**src/design/pta_pkg.sv**
```systemverilog
`timescale 1ns / 1ps
// ----------------------------------------------------------------------------
// Phase tag averager package
// Shared constants, register map and widths for the phase tag averager.
// ----------------------------------------------------------------------------
package pta_pkg;

  // Channel and tag geometry
  localparam int NUM_CHANNELS = 8;
  localparam int CH_W         = 3;
  localparam int TAG_BITS     = 22;

  // One reference clock period in phase units
  localparam int PHASE_PERIOD = 1310720;
  localparam int PHASE_W      = 21;

  // Accumulator, sample counter and offset widths
  localparam int SUM_W = 48;
  localparam int CNT_W = 11;
  localparam int OFF_W = 32;

  // Register interface
  localparam int ADDR_W = 4;
  localparam int DATA_W = 32;
  localparam logic [CNT_W-1:0] AVG_LEN_RESET = CNT_W'(16);

  typedef enum logic [1:0] {
    REG_AVERAGE_COUNT     = 2'd0,
    REG_REVERSE_DIRECTION = 2'd1,
    REG_REFERENCE_CHANNEL = 2'd2
  } reg_addr_t;

  // Input actions
  localparam logic ACT_TAG   = 1'b0;
  localparam logic ACT_START = 1'b1;

  // Quadrant codes of the top two bits of the tag difference
  localparam logic [1:0] QUAD_LOW   = 2'd0;
  localparam logic [1:0] QUAD_RESET = 2'd1;
  localparam logic [1:0] QUAD_HIGH  = 2'd3;

endpackage

```
**src/design/pta_div.sv**
```systemverilog
`timescale 1ns / 1ps
// ----------------------------------------------------------------------------
// Phase tag averager divider
// Restoring divider, one quotient bit per cycle: signed sum by an unsigned
// sample count, truncating toward zero.
// ----------------------------------------------------------------------------
module pta_div (
  input  logic                                clk,
  input  logic                                rst_n,
  input  logic                                start,
  input  logic signed [pta_pkg::SUM_W-1:0]    dividend,
  input  logic        [pta_pkg::CNT_W-1:0]    divisor,
  output logic                                done,
  output logic signed [pta_pkg::SUM_W-1:0]    quotient
);

  localparam int STEP_W = $clog2(pta_pkg::SUM_W);

  logic                        busy_r;
  logic                        done_r;
  logic                        neg_r;
  logic [STEP_W-1:0]           step_r;
  logic [pta_pkg::CNT_W-1:0]   div_r;
  logic [pta_pkg::CNT_W-1:0]   rem_r;
  logic [pta_pkg::SUM_W-1:0]   quo_r;

  logic [pta_pkg::CNT_W:0]     rem_sh;
  logic [pta_pkg::CNT_W:0]     rem_sub;
  logic                        fits;
  logic [pta_pkg::SUM_W-1:0]   mag;

  // Magnitude of the dividend; the most negative value maps to 2^47
  assign mag = dividend[pta_pkg::SUM_W-1] ? (~dividend + 1'b1) : dividend;

  // One restoring step: shift in the next dividend bit and try to subtract
  assign rem_sh  = {rem_r, quo_r[pta_pkg::SUM_W-1]};
  assign rem_sub = rem_sh - {1'b0, div_r};
  assign fits    = (rem_sh >= {1'b0, div_r});

  // Sequencer and datapath registers
  always_ff @(posedge clk) begin
    if (!rst_n) begin
      busy_r <= 1'b0;
      done_r <= 1'b0;
    end else begin
      done_r <= 1'b0;
      if (start) begin
        busy_r <= 1'b1;
        neg_r  <= dividend[pta_pkg::SUM_W-1];
        quo_r  <= mag;
        rem_r  <= '0;
        div_r  <= divisor;
        step_r <= STEP_W'(pta_pkg::SUM_W - 1);
      end else if (busy_r) begin
        if (fits) begin
          rem_r <= rem_sub[pta_pkg::CNT_W-1:0];
          quo_r <= {quo_r[pta_pkg::SUM_W-2:0], 1'b1};
        end else begin
          rem_r <= rem_sh[pta_pkg::CNT_W-1:0];
          quo_r <= {quo_r[pta_pkg::SUM_W-2:0], 1'b0};
        end
        if (step_r == '0) begin
          busy_r <= 1'b0;
          done_r <= 1'b1;
        end else begin
          step_r <= step_r - 1'b1;
        end
      end
    end
  end

  // Restore the sign of the quotient
  assign done     = done_r;
  assign quotient = neg_r ? $signed(~quo_r + 1'b1) : $signed(quo_r);

endmodule

```
**src/design/phase_tag_averager.sv**
```systemverilog
`timescale 1ns / 1ps
// ----------------------------------------------------------------------------
// Phase tag averager
// Per-channel phase tracker that unwraps, sums and averages tag differences
// against a reference channel and folds the result into one clock period.
// ----------------------------------------------------------------------------
// The block takes one item at a time. A start, a reference tag or a tag on a
// disabled channel passes S_DECODE only; a tag that adds to its channel's sum
// also passes S_SUM. A tag that completes an average then passes S_DIV, where
// the shared divider produces one quotient bit per cycle over the 48-bit sum,
// S_OFFSET, S_FOLD and S_OUT. The finished result sits in an output register,
// so the result channel may stall without losing it; a further completed
// average waits for that register to be free.
// ----------------------------------------------------------------------------
module phase_tag_averager (
  input  logic                               clk,
  input  logic                               rst_n,
  // Register port
  input  logic                               psel,
  input  logic                               penable,
  input  logic                               pwrite,
  input  logic [pta_pkg::ADDR_W-1:0]         paddr,
  input  logic [pta_pkg::DATA_W-1:0]         pwdata,
  output logic [pta_pkg::DATA_W-1:0]         prdata,
  output logic                               pready,
  // Input channel
  input  logic                               in_valid,
  output logic                               in_ready,
  input  logic                               in_action,
  input  logic [pta_pkg::CH_W-1:0]           in_channel,
  input  logic [pta_pkg::TAG_BITS-1:0]       in_tag_value,
  // Result channel
  output logic                               out_valid,
  input  logic                               out_ready,
  output logic [pta_pkg::CH_W-1:0]           out_result_channel,
  output logic [pta_pkg::PHASE_W-1:0]        out_phase,
  output logic                               out_ready_res
);

  localparam int NCH   = pta_pkg::NUM_CHANNELS;
  localparam int SUM_W = pta_pkg::SUM_W;
  localparam int ACC_W = SUM_W + 2;
  localparam int TAG_W = pta_pkg::TAG_BITS;
  localparam int OFF_W = pta_pkg::OFF_W;
  localparam int CNT_W = pta_pkg::CNT_W;

  localparam logic signed [ACC_W-1:0] SUM_MAX    = ACC_W'((64'(1) <<< (SUM_W - 1)) - 1);
  localparam logic signed [ACC_W-1:0] SUM_MIN    = -SUM_MAX - 1'b1;
  localparam logic signed [ACC_W-1:0] PERIOD     = ACC_W'(pta_pkg::PHASE_PERIOD);
  localparam logic        [OFF_W-1:0] PERIOD_OFF = OFF_W'(pta_pkg::PHASE_PERIOD);
  localparam logic        [OFF_W-1:0] UNWRAP_STEP = OFF_W'(64'(1) << TAG_W);

  typedef enum logic [2:0] {
    S_IDLE,
    S_DECODE,
    S_SUM,
    S_DIV,
    S_OFFSET,
    S_FOLD,
    S_OUT
  } state_t;

  // Configuration registers
  logic [CNT_W-1:0]              avg_len_r;
  logic                          reverse_r;
  logic [pta_pkg::CH_W-1:0]      ref_channel_r;

  // Tracker state
  logic [TAG_W-1:0]              ref_tag_r;
  logic                          enabled_r   [NCH];
  logic                          ready_flag_r[NCH];
  logic [1:0]                    prev_quad_r [NCH];
  logic [OFF_W-1:0]              unwrap_r    [NCH];
  logic signed [SUM_W-1:0]       sum_r       [NCH];
  logic [CNT_W-1:0]              count_r     [NCH];
  logic [OFF_W-1:0]              offset_r    [NCH];

  // Sequencer and working registers
  state_t                        state_r;
  logic                          action_r;
  logic [pta_pkg::CH_W-1:0]      ch_r;
  logic [TAG_W-1:0]              tag_r;
  logic [TAG_W-1:0]              delta_r;
  logic signed [SUM_W-1:0]       avg_r;
  logic signed [ACC_W-1:0]       phase_r;
  logic [pta_pkg::PHASE_W-1:0]   res_phase_r;
  logic                          res_ready_r;

  // Result register
  logic                          out_valid_r;
  logic [pta_pkg::CH_W-1:0]      out_channel_r;
  logic [pta_pkg::PHASE_W-1:0]   out_phase_r;
  logic                          out_ready_res_r;

  // Combinational helpers
  logic                          ch_ok;
  logic [TAG_W-1:0]              delta_nxt;
  logic [1:0]                    quad_nxt;
  logic [OFF_W-1:0]              unwrap_nxt;
  logic signed [ACC_W-1:0]       acc_raw;
  logic signed [SUM_W-1:0]       acc_nxt;
  logic [CNT_W-1:0]              count_nxt;
  logic [CNT_W-1:0]              n_eff;
  logic                          fold_hi;
  logic                          fold_lo;
  logic signed [ACC_W-1:0]       fold_val;
  logic [pta_pkg::PHASE_W-1:0]   phase_nxt;
  logic                          cfg_write;
  logic                          div_start;
  logic                          div_done;
  logic signed [SUM_W-1:0]       div_quo;

  // Register port decode
  assign pready    = 1'b1;
  assign cfg_write = psel && penable && pwrite;

  always_comb begin
    prdata = '0;
    unique case (pta_pkg::reg_addr_t'(paddr[3:2]))
      pta_pkg::REG_AVERAGE_COUNT:     prdata = pta_pkg::DATA_W'(avg_len_r);
      pta_pkg::REG_REVERSE_DIRECTION: prdata = pta_pkg::DATA_W'(reverse_r);
      pta_pkg::REG_REFERENCE_CHANNEL: prdata = pta_pkg::DATA_W'(ref_channel_r);
      default:                        prdata = '0;
    endcase
  end

  // Tag difference, quadrant tracking and unwrap step
  assign ch_ok     = (int'(ch_r) < NCH);
  assign delta_nxt = reverse_r ? (tag_r - ref_tag_r) : (ref_tag_r - tag_r);
  assign quad_nxt  = delta_nxt[TAG_W-1 -: 2];

  always_comb begin
    unwrap_nxt = unwrap_r[ch_r];
    if (prev_quad_r[ch_r] == pta_pkg::QUAD_LOW && quad_nxt == pta_pkg::QUAD_HIGH) begin
      unwrap_nxt = unwrap_r[ch_r] - UNWRAP_STEP;
    end else if (prev_quad_r[ch_r] == pta_pkg::QUAD_HIGH &&
                 quad_nxt == pta_pkg::QUAD_LOW) begin
      unwrap_nxt = unwrap_r[ch_r] + UNWRAP_STEP;
    end
  end

  // Saturating accumulate of the unwrapped difference
  assign acc_raw = $signed({{2{sum_r[ch_r][SUM_W-1]}}, sum_r[ch_r]})
                 + $signed({{(ACC_W-TAG_W){1'b0}}, delta_r})
                 + $signed({{(ACC_W-OFF_W){unwrap_r[ch_r][OFF_W-1]}}, unwrap_r[ch_r]});

  always_comb begin
    if (acc_raw > SUM_MAX) begin
      acc_nxt = SUM_MAX[SUM_W-1:0];
    end else if (acc_raw < SUM_MIN) begin
      acc_nxt = SUM_MIN[SUM_W-1:0];
    end else begin
      acc_nxt = acc_raw[SUM_W-1:0];
    end
  end

  assign count_nxt = count_r[ch_r] + 1'b1;
  assign n_eff     = (avg_len_r == '0) ? CNT_W'(1) : avg_len_r;
  assign div_start = (state_r == S_SUM) && (count_nxt >= n_eff);

  // Fold into one period, then clamp what one fold could not reach
  assign fold_hi = (phase_r >= PERIOD);
  assign fold_lo = (phase_r < 0);

  always_comb begin
    if (fold_hi) begin
      fold_val = phase_r - PERIOD;
    end else if (fold_lo) begin
      fold_val = phase_r + PERIOD;
    end else begin
      fold_val = phase_r;
    end
    if (fold_val < 0) begin
      phase_nxt = '0;
    end else if (fold_val >= PERIOD) begin
      phase_nxt = pta_pkg::PHASE_W'(pta_pkg::PHASE_PERIOD - 1);
    end else begin
      phase_nxt = fold_val[pta_pkg::PHASE_W-1:0];
    end
  end

  // Shared divider
  pta_div u_div (
    .clk      (clk),
    .rst_n    (rst_n),
    .start    (div_start),
    .dividend (acc_nxt),
    .divisor  (n_eff),
    .done     (div_done),
    .quotient (div_quo)
  );

  // Sequencer, tracker state and result register
  always_ff @(posedge clk) begin
    if (!rst_n) begin
      state_r       <= S_IDLE;
      avg_len_r     <= pta_pkg::AVG_LEN_RESET;
      reverse_r     <= 1'b0;
      ref_channel_r <= '0;
      ref_tag_r     <= '0;
      out_valid_r   <= 1'b0;
      for (int i = 0; i < NCH; i++) begin
        enabled_r[i]    <= 1'b0;
        ready_flag_r[i] <= 1'b0;
        prev_quad_r[i]  <= pta_pkg::QUAD_RESET;
        unwrap_r[i]     <= '0;
        sum_r[i]        <= '0;
        count_r[i]      <= '0;
        offset_r[i]     <= '0;
      end
    end else begin
      // Register writes
      if (cfg_write) begin
        unique case (pta_pkg::reg_addr_t'(paddr[3:2]))
          pta_pkg::REG_AVERAGE_COUNT:     avg_len_r     <= pwdata[CNT_W-1:0];
          pta_pkg::REG_REVERSE_DIRECTION: reverse_r     <= pwdata[0];
          pta_pkg::REG_REFERENCE_CHANNEL: ref_channel_r <= pwdata[pta_pkg::CH_W-1:0];
          default: ;
        endcase
      end

      // A result leaves on its transfer; in S_OUT the next result replaces it
      if (out_valid_r && out_ready && state_r != S_OUT) begin
        out_valid_r <= 1'b0;
      end

      unique case (state_r)
        S_IDLE: begin
          if (in_valid) begin
            action_r <= in_action;
            ch_r     <= in_channel;
            tag_r    <= in_tag_value;
            state_r  <= S_DECODE;
          end
        end

        S_DECODE: begin
          state_r <= S_IDLE;
          if (action_r == pta_pkg::ACT_START) begin
            // Start: re-arm the tracker, keeping its phase offset
            if (ch_ok) begin
              enabled_r[ch_r]    <= 1'b1;
              ready_flag_r[ch_r] <= 1'b0;
              prev_quad_r[ch_r]  <= pta_pkg::QUAD_RESET;
              unwrap_r[ch_r]     <= '0;
              sum_r[ch_r]        <= '0;
              count_r[ch_r]      <= '0;
            end
          end else if (ch_r == ref_channel_r) begin
            ref_tag_r <= tag_r;
          end else if (ch_ok && enabled_r[ch_r]) begin
            delta_r           <= delta_nxt;
            prev_quad_r[ch_r] <= quad_nxt;
            unwrap_r[ch_r]    <= unwrap_nxt;
            state_r           <= S_SUM;
          end
        end

        S_SUM: begin
          if (div_start) begin
            sum_r[ch_r]   <= '0;
            count_r[ch_r] <= '0;
            state_r       <= S_DIV;
          end else begin
            sum_r[ch_r]   <= acc_nxt;
            count_r[ch_r] <= count_nxt;
            state_r       <= S_IDLE;
          end
        end

        S_DIV: begin
          if (div_done) begin
            avg_r   <= div_quo;
            state_r <= S_OFFSET;
          end
        end

        S_OFFSET: begin
          phase_r <= $signed({{2{avg_r[SUM_W-1]}}, avg_r})
                   + $signed({{(ACC_W-OFF_W){offset_r[ch_r][OFF_W-1]}}, offset_r[ch_r]});
          state_r <= S_FOLD;
        end

        S_FOLD: begin
          res_phase_r <= phase_nxt;
          if (fold_hi) begin
            offset_r[ch_r] <= offset_r[ch_r] - PERIOD_OFF;
            res_ready_r    <= ready_flag_r[ch_r];
          end else if (fold_lo) begin
            offset_r[ch_r] <= offset_r[ch_r] + PERIOD_OFF;
            res_ready_r    <= ready_flag_r[ch_r];
          end else begin
            ready_flag_r[ch_r] <= 1'b1;
            res_ready_r        <= 1'b1;
          end
          state_r <= S_OUT;
        end

        S_OUT: begin
          // Wait until the result register is free
          if (!out_valid_r || out_ready) begin
            out_valid_r     <= 1'b1;
            out_channel_r   <= ch_r;
            out_phase_r     <= res_phase_r;
            out_ready_res_r <= res_ready_r;
            state_r         <= S_IDLE;
          end
        end

        default: state_r <= S_IDLE;
      endcase
    end
  end

  assign in_ready           = (state_r == S_IDLE);
  assign out_valid          = out_valid_r;
  assign out_result_channel = out_channel_r;
  assign out_phase          = out_phase_r;
  assign out_ready_res      = out_ready_res_r;

endmodule

```
**config.mk**
```make
export PLATFORM = sky130hd
export DESIGN_NAME = phase_tag_averager
export DESIGN_NICKNAME = d
export VERILOG_FILES = /design/src/design/pta_pkg.sv /design/src/design/pta_div.sv /design/src/design/phase_tag_averager.sv
export SDC_FILE = /design/constraint.sdc
export NUM_CORES = 2
export LEC_CHECK = 0
export BUFFER_PORTS_ARGS = -buffer_cell sky130_fd_sc_hd__buf_2
export CORE_MARGIN = 1
export CORE_UTILIZATION = 48
export CTS_CLUSTER_SIZE = 20
export DETAILED_ROUTE_END_ITERATION = 7
export PLACE_DENSITY_LB_ADDON = 0.15
export SETUP_SLACK_MARGIN = 0.5
export SLEW_MARGIN = 20
export SYNTH_ARGS = -nofsm -noshare
export SYNTH_HDL_FRONTEND = slang
export SYNTH_SLANG_ARGS = --single-unit
export TNS_END_PERCENT = 20
```
**constraint.sdc**
```tcl
create_clock -name clk -period 12.5 [get_ports clk]
set_input_delay 1.875 -clock clk [delete_from_list [all_inputs] [get_ports clk]]
set_output_delay 1.875 -clock clk [all_outputs]
set_load 0.02 [all_outputs]
```
Yosys cells after proc, flatten, opt, wreduce, memory -nomap -nowiden:

Memory sizes are Yosys's and may differ from the RTL's. A register that Yosys moved wholly into a read port is not among the register bits.
Cells that the tools add are included.

* $add $sub $neg: 16
* order comparisons: 8
* eq/ne operators: 16
* multiplexer cells: 105
* bitwise operators: 14
* reduce and logical (&&, ||, !) cells: 39

Operator list (count)
* 48-bit 2-to-1 mux: 9
* 32-bit 2-to-1 mux: 6
* 50-bit by 22-bit greater-or-equal comparator with 1-bit output, second input constant: 2
* 50-bit by 1-bit less-than comparator with 1-bit output, second input constant: 2
* 50-bit 2-to-1 mux: 2
* 48-bit by 1-bit adder with 48-bit output, second input constant: 2
* 48-bit inverter: 2
* 11-bit 2-to-1 mux: 6
* 32-bit OR reduction: 2
* 1-bit 2-to-1 mux: 53
* 3-bit 2-to-1 mux: 17
* 49-bit by 32-bit adder with 50-bit output: 1
* 50-bit by 22-bit adder with 50-bit output, second input constant: 1
* 50-bit by 48-bit greater-than comparator with 1-bit output, second input constant: 1
* 50-bit by 48-bit less-than comparator with 1-bit output, second input constant: 1
* 50-bit by 22-bit subtractor with 50-bit output, second input constant: 1
* 48-bit by 23-bit adder with 49-bit output: 1
* 48-bit by 32-bit adder with 49-bit output: 1
* 48-bit OR reduction: 1
* 22-bit subtractor: 2
* 11-bit one-hot mux with 3 select lines: 1
* 32-bit by 21-bit adder with 32-bit output, second input constant: 1
* 32-bit by 23-bit adder with 32-bit output, second input constant: 1
* 32-bit by 21-bit subtractor with 32-bit output, second input constant: 1
* 37 further kinds: 81

* register bits: 313
* memory bits (writable): 1016
* input port bits: 69
* output and inout bits: 60
* word-level logic and storage cells: 230
* memories: 7

Memories
* sum_r: words 8, width 48, read ports 1, clocked after Yosys merged registers in 1, write ports 8, RTL line phase_tag_averager.sv:74 `logic signed [SUM_W-1:0] sum_r [NCH];`
* offset_r: words 8, width 32, read ports 1, clocked after Yosys merged registers in 1, write ports 8, RTL line phase_tag_averager.sv:76 `logic [OFF_W-1:0] offset_r [NCH];`
* unwrap_r: words 8, width 32, read ports 1, clocked after Yosys merged registers in 1, write ports 8, RTL line phase_tag_averager.sv:73 `logic [OFF_W-1:0] unwrap_r [NCH];`
* count_r: words 8, width 11, read ports 1, clocked after Yosys merged registers in 1, write ports 8, RTL line phase_tag_averager.sv:75 `logic [CNT_W-1:0] count_r [NCH];`
* prev_quad_r: words 8, width 2, read ports 1, clocked after Yosys merged registers in 1, write ports 8, RTL line phase_tag_averager.sv:72 `logic [1:0] prev_quad_r [NCH];`
* enabled_r: words 8, width 1, read ports 1, clocked after Yosys merged registers in 1, write ports 8, RTL line phase_tag_averager.sv:70 `logic enabled_r [NCH];`
* +1 memories

Logic depth before layout (Yosys ltp):

* word-level depth: 12
* gate-level depth with buffers: 35
* gate-level depth less buffers: 25

By module:

From an unflattened synthesis, not the netlist that was laid out.

* cells, all modules: 5589
* area total of the unflattened synthesis: 68675.9 sq um

Modules (own cells, without submodules)
* phase_tag_averager: times used 1, cells an instance 4992, area each 63012.9 sq um, sequential area each 36995.5 sq um
* pta_div: times used 1, cells an instance 597, area each 5662.9 sq um, sequential area each 2352.3 sq um

Least setup slack after synthesis:

OpenSTA, ideal clock, no wires.

* kind: flip-flop to flip-flop
* start point: register with a tool-made name
* end point: register u_div.quo_r[42] (netlist name), data pin
* library setup time: 0.263 ns
* arrival: 8.661 ns
* required time: 12.237 ns
* setup slack: 3.576 ns
* stages on the path, launching flop included: 34
* path buffers: 11
* clock period less this slack: 8.924 ns
* cell sequence: dfxtp_1 > buf_2 > buf_2 > buf_2 > buf_2 > buf_2 > buf_2 > buf_2 > buf_1 > mux4_2 > mux2_2 > fa_1 > ha_1 > clkbuf_1 > o211ai_1 > o211ai_1 > a31oi_2 > a2111oi_2 > or3_1 > nand4_1 > a21oi_1 > nor2_1 > clkbuf_1 > clkbuf_1 > o21ai_0 > ha_1 > nand4_1 > a21boi_0 > o22ai_1 > and3_1 > nand3b_1 > or3_1 > nand3_1 > o21ai_1

RTL lines
* end signal, assigned: RTL line pta_div.sv:50 `quo_r <= mag;`
* end signal, assigned: RTL line pta_div.sv:57 `quo_r <= {quo_r[pta_pkg::SUM_W-2:0], 1'b1};`
* end signal, assigned: RTL line pta_div.sv:60 `quo_r <= {quo_r[pta_pkg::SUM_W-2:0], 1'b0};`
* end, declared: RTL line pta_div.sv:25 `logic [pta_pkg::SUM_W-1:0] quo_r;`

==> key figures <==
Worst hold path
  • Hold Crit Class: reg -> reg
  • Hold Crit Start: res_phase_r[19]

GRT
  • Vias in the first global route: 44203
  • GR peak layer: met2
  • Routing usage on met3: 0.0356
  • First-pass GRT wire length: ~280 mm
  • Met2 Resource Use GR: 0.431
  • Grt ovf: 0
  • Largest net degree at the start of global routing: 95
  • Total Routing Usage GR: 0.260
  • Initial antenna violation count: 3
  • Met1 usage: 0.354

Detailed routing
  • Drt first pass iters: 6
  • DR vias: 44642
  • DR vias/cell: between 5 and 6
  • Drt initial violations: 4281
  • Final wirelength: around 180 mm
  • WL/cell: 24.4 um
  • Routed Antenna Nets: 0
  • DRC: 0

Die
  • DIE WIDTH: between 300 and 400 um
  • Top Ports: 129
  • Placement Rows: 137
  • Die area: 0.143 mm2
  • Die height: roughly 380 um
  • Core area: about 0.14 mm2
  • Starting Density: 0.485

Yosys
  • Ys flop type: edfxtp_1
  • Mapped cell area: between 0.06 and 0.07 mm2
  • Number of synthesized register bits: ~1300
  • Count leader, synth: edfxtp_1
  • Most area-hungry cell type in the Yosys netlist: edfxtp_1
  • Synth warn: 0
  • Yosys top cell area share: 0.562
  • Commonest cells post-synth: edfxtp_1, nor2_1, nand2_1
  • Ranking of synthesized cells by area: edfxtp_1, mux4_2, nor2_1
  • Syn Area/Cell: 12.2 um2
  • Post-synth ARST share: 0
  • Gate Count Post-Synth: between 5000 and 6000
  • Number of flops mapped to enable cells by yosys: 1269
  • Post-synth cell types: 89
  • Sequential area share after synthesis: 0.580

Worst setup path
  • Crit path max fanout: 66
  • CP delay by family, top: compound AO/OA/AOI/OAI gates
  • Worst path max stage delay: around 810 ps
  • CP max-delay cell: dfxtp_4
  • Worst Setup End Kind: register
  • Crit path buf inv count: 3
  • Critical Path RT: roughly 13000 ps
  • Crit start category: register
  • Reg2Reg Setup Slack: ~3200 ps
  • Worst endpoint data arrival time: roughly 9800 ps
  • Crit path kind: reg -> reg

Placed design
  • Pre-CTS setup slack: 3260 ps
  • Final HPWL DP: approximately 120 mm
  • GP Congestion: 0.925
  • IO buf count: between 80 and 90

STA
  • Setup violations, final: 0
  • Max frequency: ~110 MHz
  • Final period utilization: 0.746
  • Tmin final: 9320 ps
  • Crit path setup slack, layout: 3180 ps
  • Setup TNS: 0 ps
  • Layout Skew: around 30 ps
  • Relative slew slack: 0.225
  • Slew Viols, Final: 0
  • Final hold vios: 0
  • Slew @ Worst Pin: between 1000 and 1500 ps
  • RSZ-0062 raised after global routing: false

Outcome
  • Outcome: finished, final reports clean

Clock tree
  • CTS tree: done
  • Clock Sink Count: between 1000 and 1500
  • Post-CTS setup buffer count: 0
  • # resized after CTS: 0
  • Clk slew on worst S/H paths: 60 ps
  • TritonCTS Buffers: about 150
  • Clock tree buffer depth: 3
  • Clock tree root buffer cell: clkbuf_16
  • Worst skew pair latency: approximately 800 ps
  • Hold buffers post-CTS: 0
  • H-tree depth: 4

Layout
  • Share of cells above drive strength 1: 0.142
  • Layout Nets: roughly 5900
  • Area Overhead vs Synth: 10.5%
  • Multi-input gate area: roughly 0.027 mm2
  • Antenna diodes: 0
  • Reg area: 0.0394 mm2
  • # fillers: about 12000

Power
  • Maximum vdd drop: roughly 140 uV
  • P_leak: 26.7 nW
  • PwrDens: 152 mW/mm2

Run
  • Maximum Capacitance Violations: 0
## worst register-to-register path, stage by stage (launching register included)
cell	delay, ps
dfxtp_4	810
buf_12	570
mux4_2	680
mux2_2	330
fa_1	470
ha_1	430
o211ai_1	170
o211ai_1	480
a31oi_2	320
a2111oi_2	680
or3_1	190
nand4_1	150
buf_4	260
a21oi_1	620
nor2_2	40
buf_4	280
a21oi_1	340
ha_1	430
nand4_1	200
a21boi_0	190
o22ai_1	430
and3_1	320
nand3b_1	120
or3_1	360
nand3_1	100
o21ai_1	70
## report_power, final
part / internal, W / switching [W] / total (W)
logic: 0.000710 / 0.00136 / 0.00207
clock network: 0.00247 / 0.00180 / 0.00426
registers: 0.00500 / 0.0000488 / 0.00505
## logic make-up after synthesis
group                      Yosys count  share of synthesized area
AOI/OAI and AO/OA                  818                     0.0758
xor gates and xnor gates           244                     0.0315
adders and majority gates          236                     0.0466
buffers and inverters              534                     0.0311
DFF                               1331                      0.580
muxes                              406                      0.109
other                                2                   0.000111
and+or+nand+nor                   1987                      0.126
## area by class of cell
type,count,area share
well taps,1876,0.0313
clock buffers,189,0.0522
repair buffers,173,0.0153
clock inverters,76,0.0104
multi-input cells,3713,0.356
inverters,189,0.00947
flip-flops and latches,1331,0.525
## worst paths after layout
path,endpoint,depth (start not counted)
setup / recovery,u_div.quo_r[42],25
hold / removal,out_phase[19],0
setup reg to reg,u_div.quo_r[42],25
hold reg to reg,out_phase[19],0
## layer usage
layer  up-vias  wire length, um
met3       286            12200
met1     22412            77200
met4         0             5150
met2      1651            89500
li1      20293                -
met5         -                0
## registers in the layout, indices dropped and copies added (netlist names), 3 cells and up, named ones only
signal              cells
u_div.step_r            6
enabled_r               8
delta_r                22
phase_r                49
ready_flag_r            8
tag_r                  22
offset_r              256
u_div.quo_r            48
ref_channel_r           3
count_r                88
out_phase              21
res_phase_r            21
u_div.div_r            11
sum_r                 384
avg_len_r              11
u_div.rem_r            11
ref_tag_r              22
ch_r                    3
avg_r                  48
prev_quad_r            16
unwrap_r              256
state_r                 3
out_result_channel      3
## metrics by stage
stage / power [W] / utilization / cells / cell area, um2 / hold WS [ps]
6_report: 0.0114 / 0.536 / 7547 / 74900 / 415
4_1_cts: 0.0114 / 0.536 / 7547 / 74900 / 417
5_1_grt: 0.0118 / 0.536 / 7547 / 74900 / 421
3_5_place_dp: 0.00718 / 0.502 / 7282 / 70200 / 405
3_3_place_gp: 0.00716 / 0.502 / 7282 / 70200 / 404
2_1_floorplan: 0.00655 / - / 5578 / 67900 / 400
## layout by cell type, fill, tap and decap left out, types with 25 or more instances in the layout
master     Yosys  routed
edfxtp_1    1269    1269
nor2_1      1163    1158
nand2_1      390     374
mux4_2       254     254
a21oi_1      220     220
o21ai_0      228     220
ha_1         208     208
inv_1        187     187
xnor2_1      177     177
clkbuf_16      0     149
mux2_2        93      93
buf_4         22      87
a21o_1        82      82
buf_2         19      82
nor3_1        84      79
xor2_1        67      67
mux2i_1       59      59
dfxtp_1       62      59
nand3_1       55      55
nand2b_1      44      43
nand4_1       39      39
and2_1        39      38
clkbuf_1     283      37
nor2b_1       32      32
a31oi_1       29      29
fa_1          28      28
o31ai_1       26      26
o21bai_1      25      25
clkinv_1       0      25
Note: power is estimated with default switching activity, not from simulation.
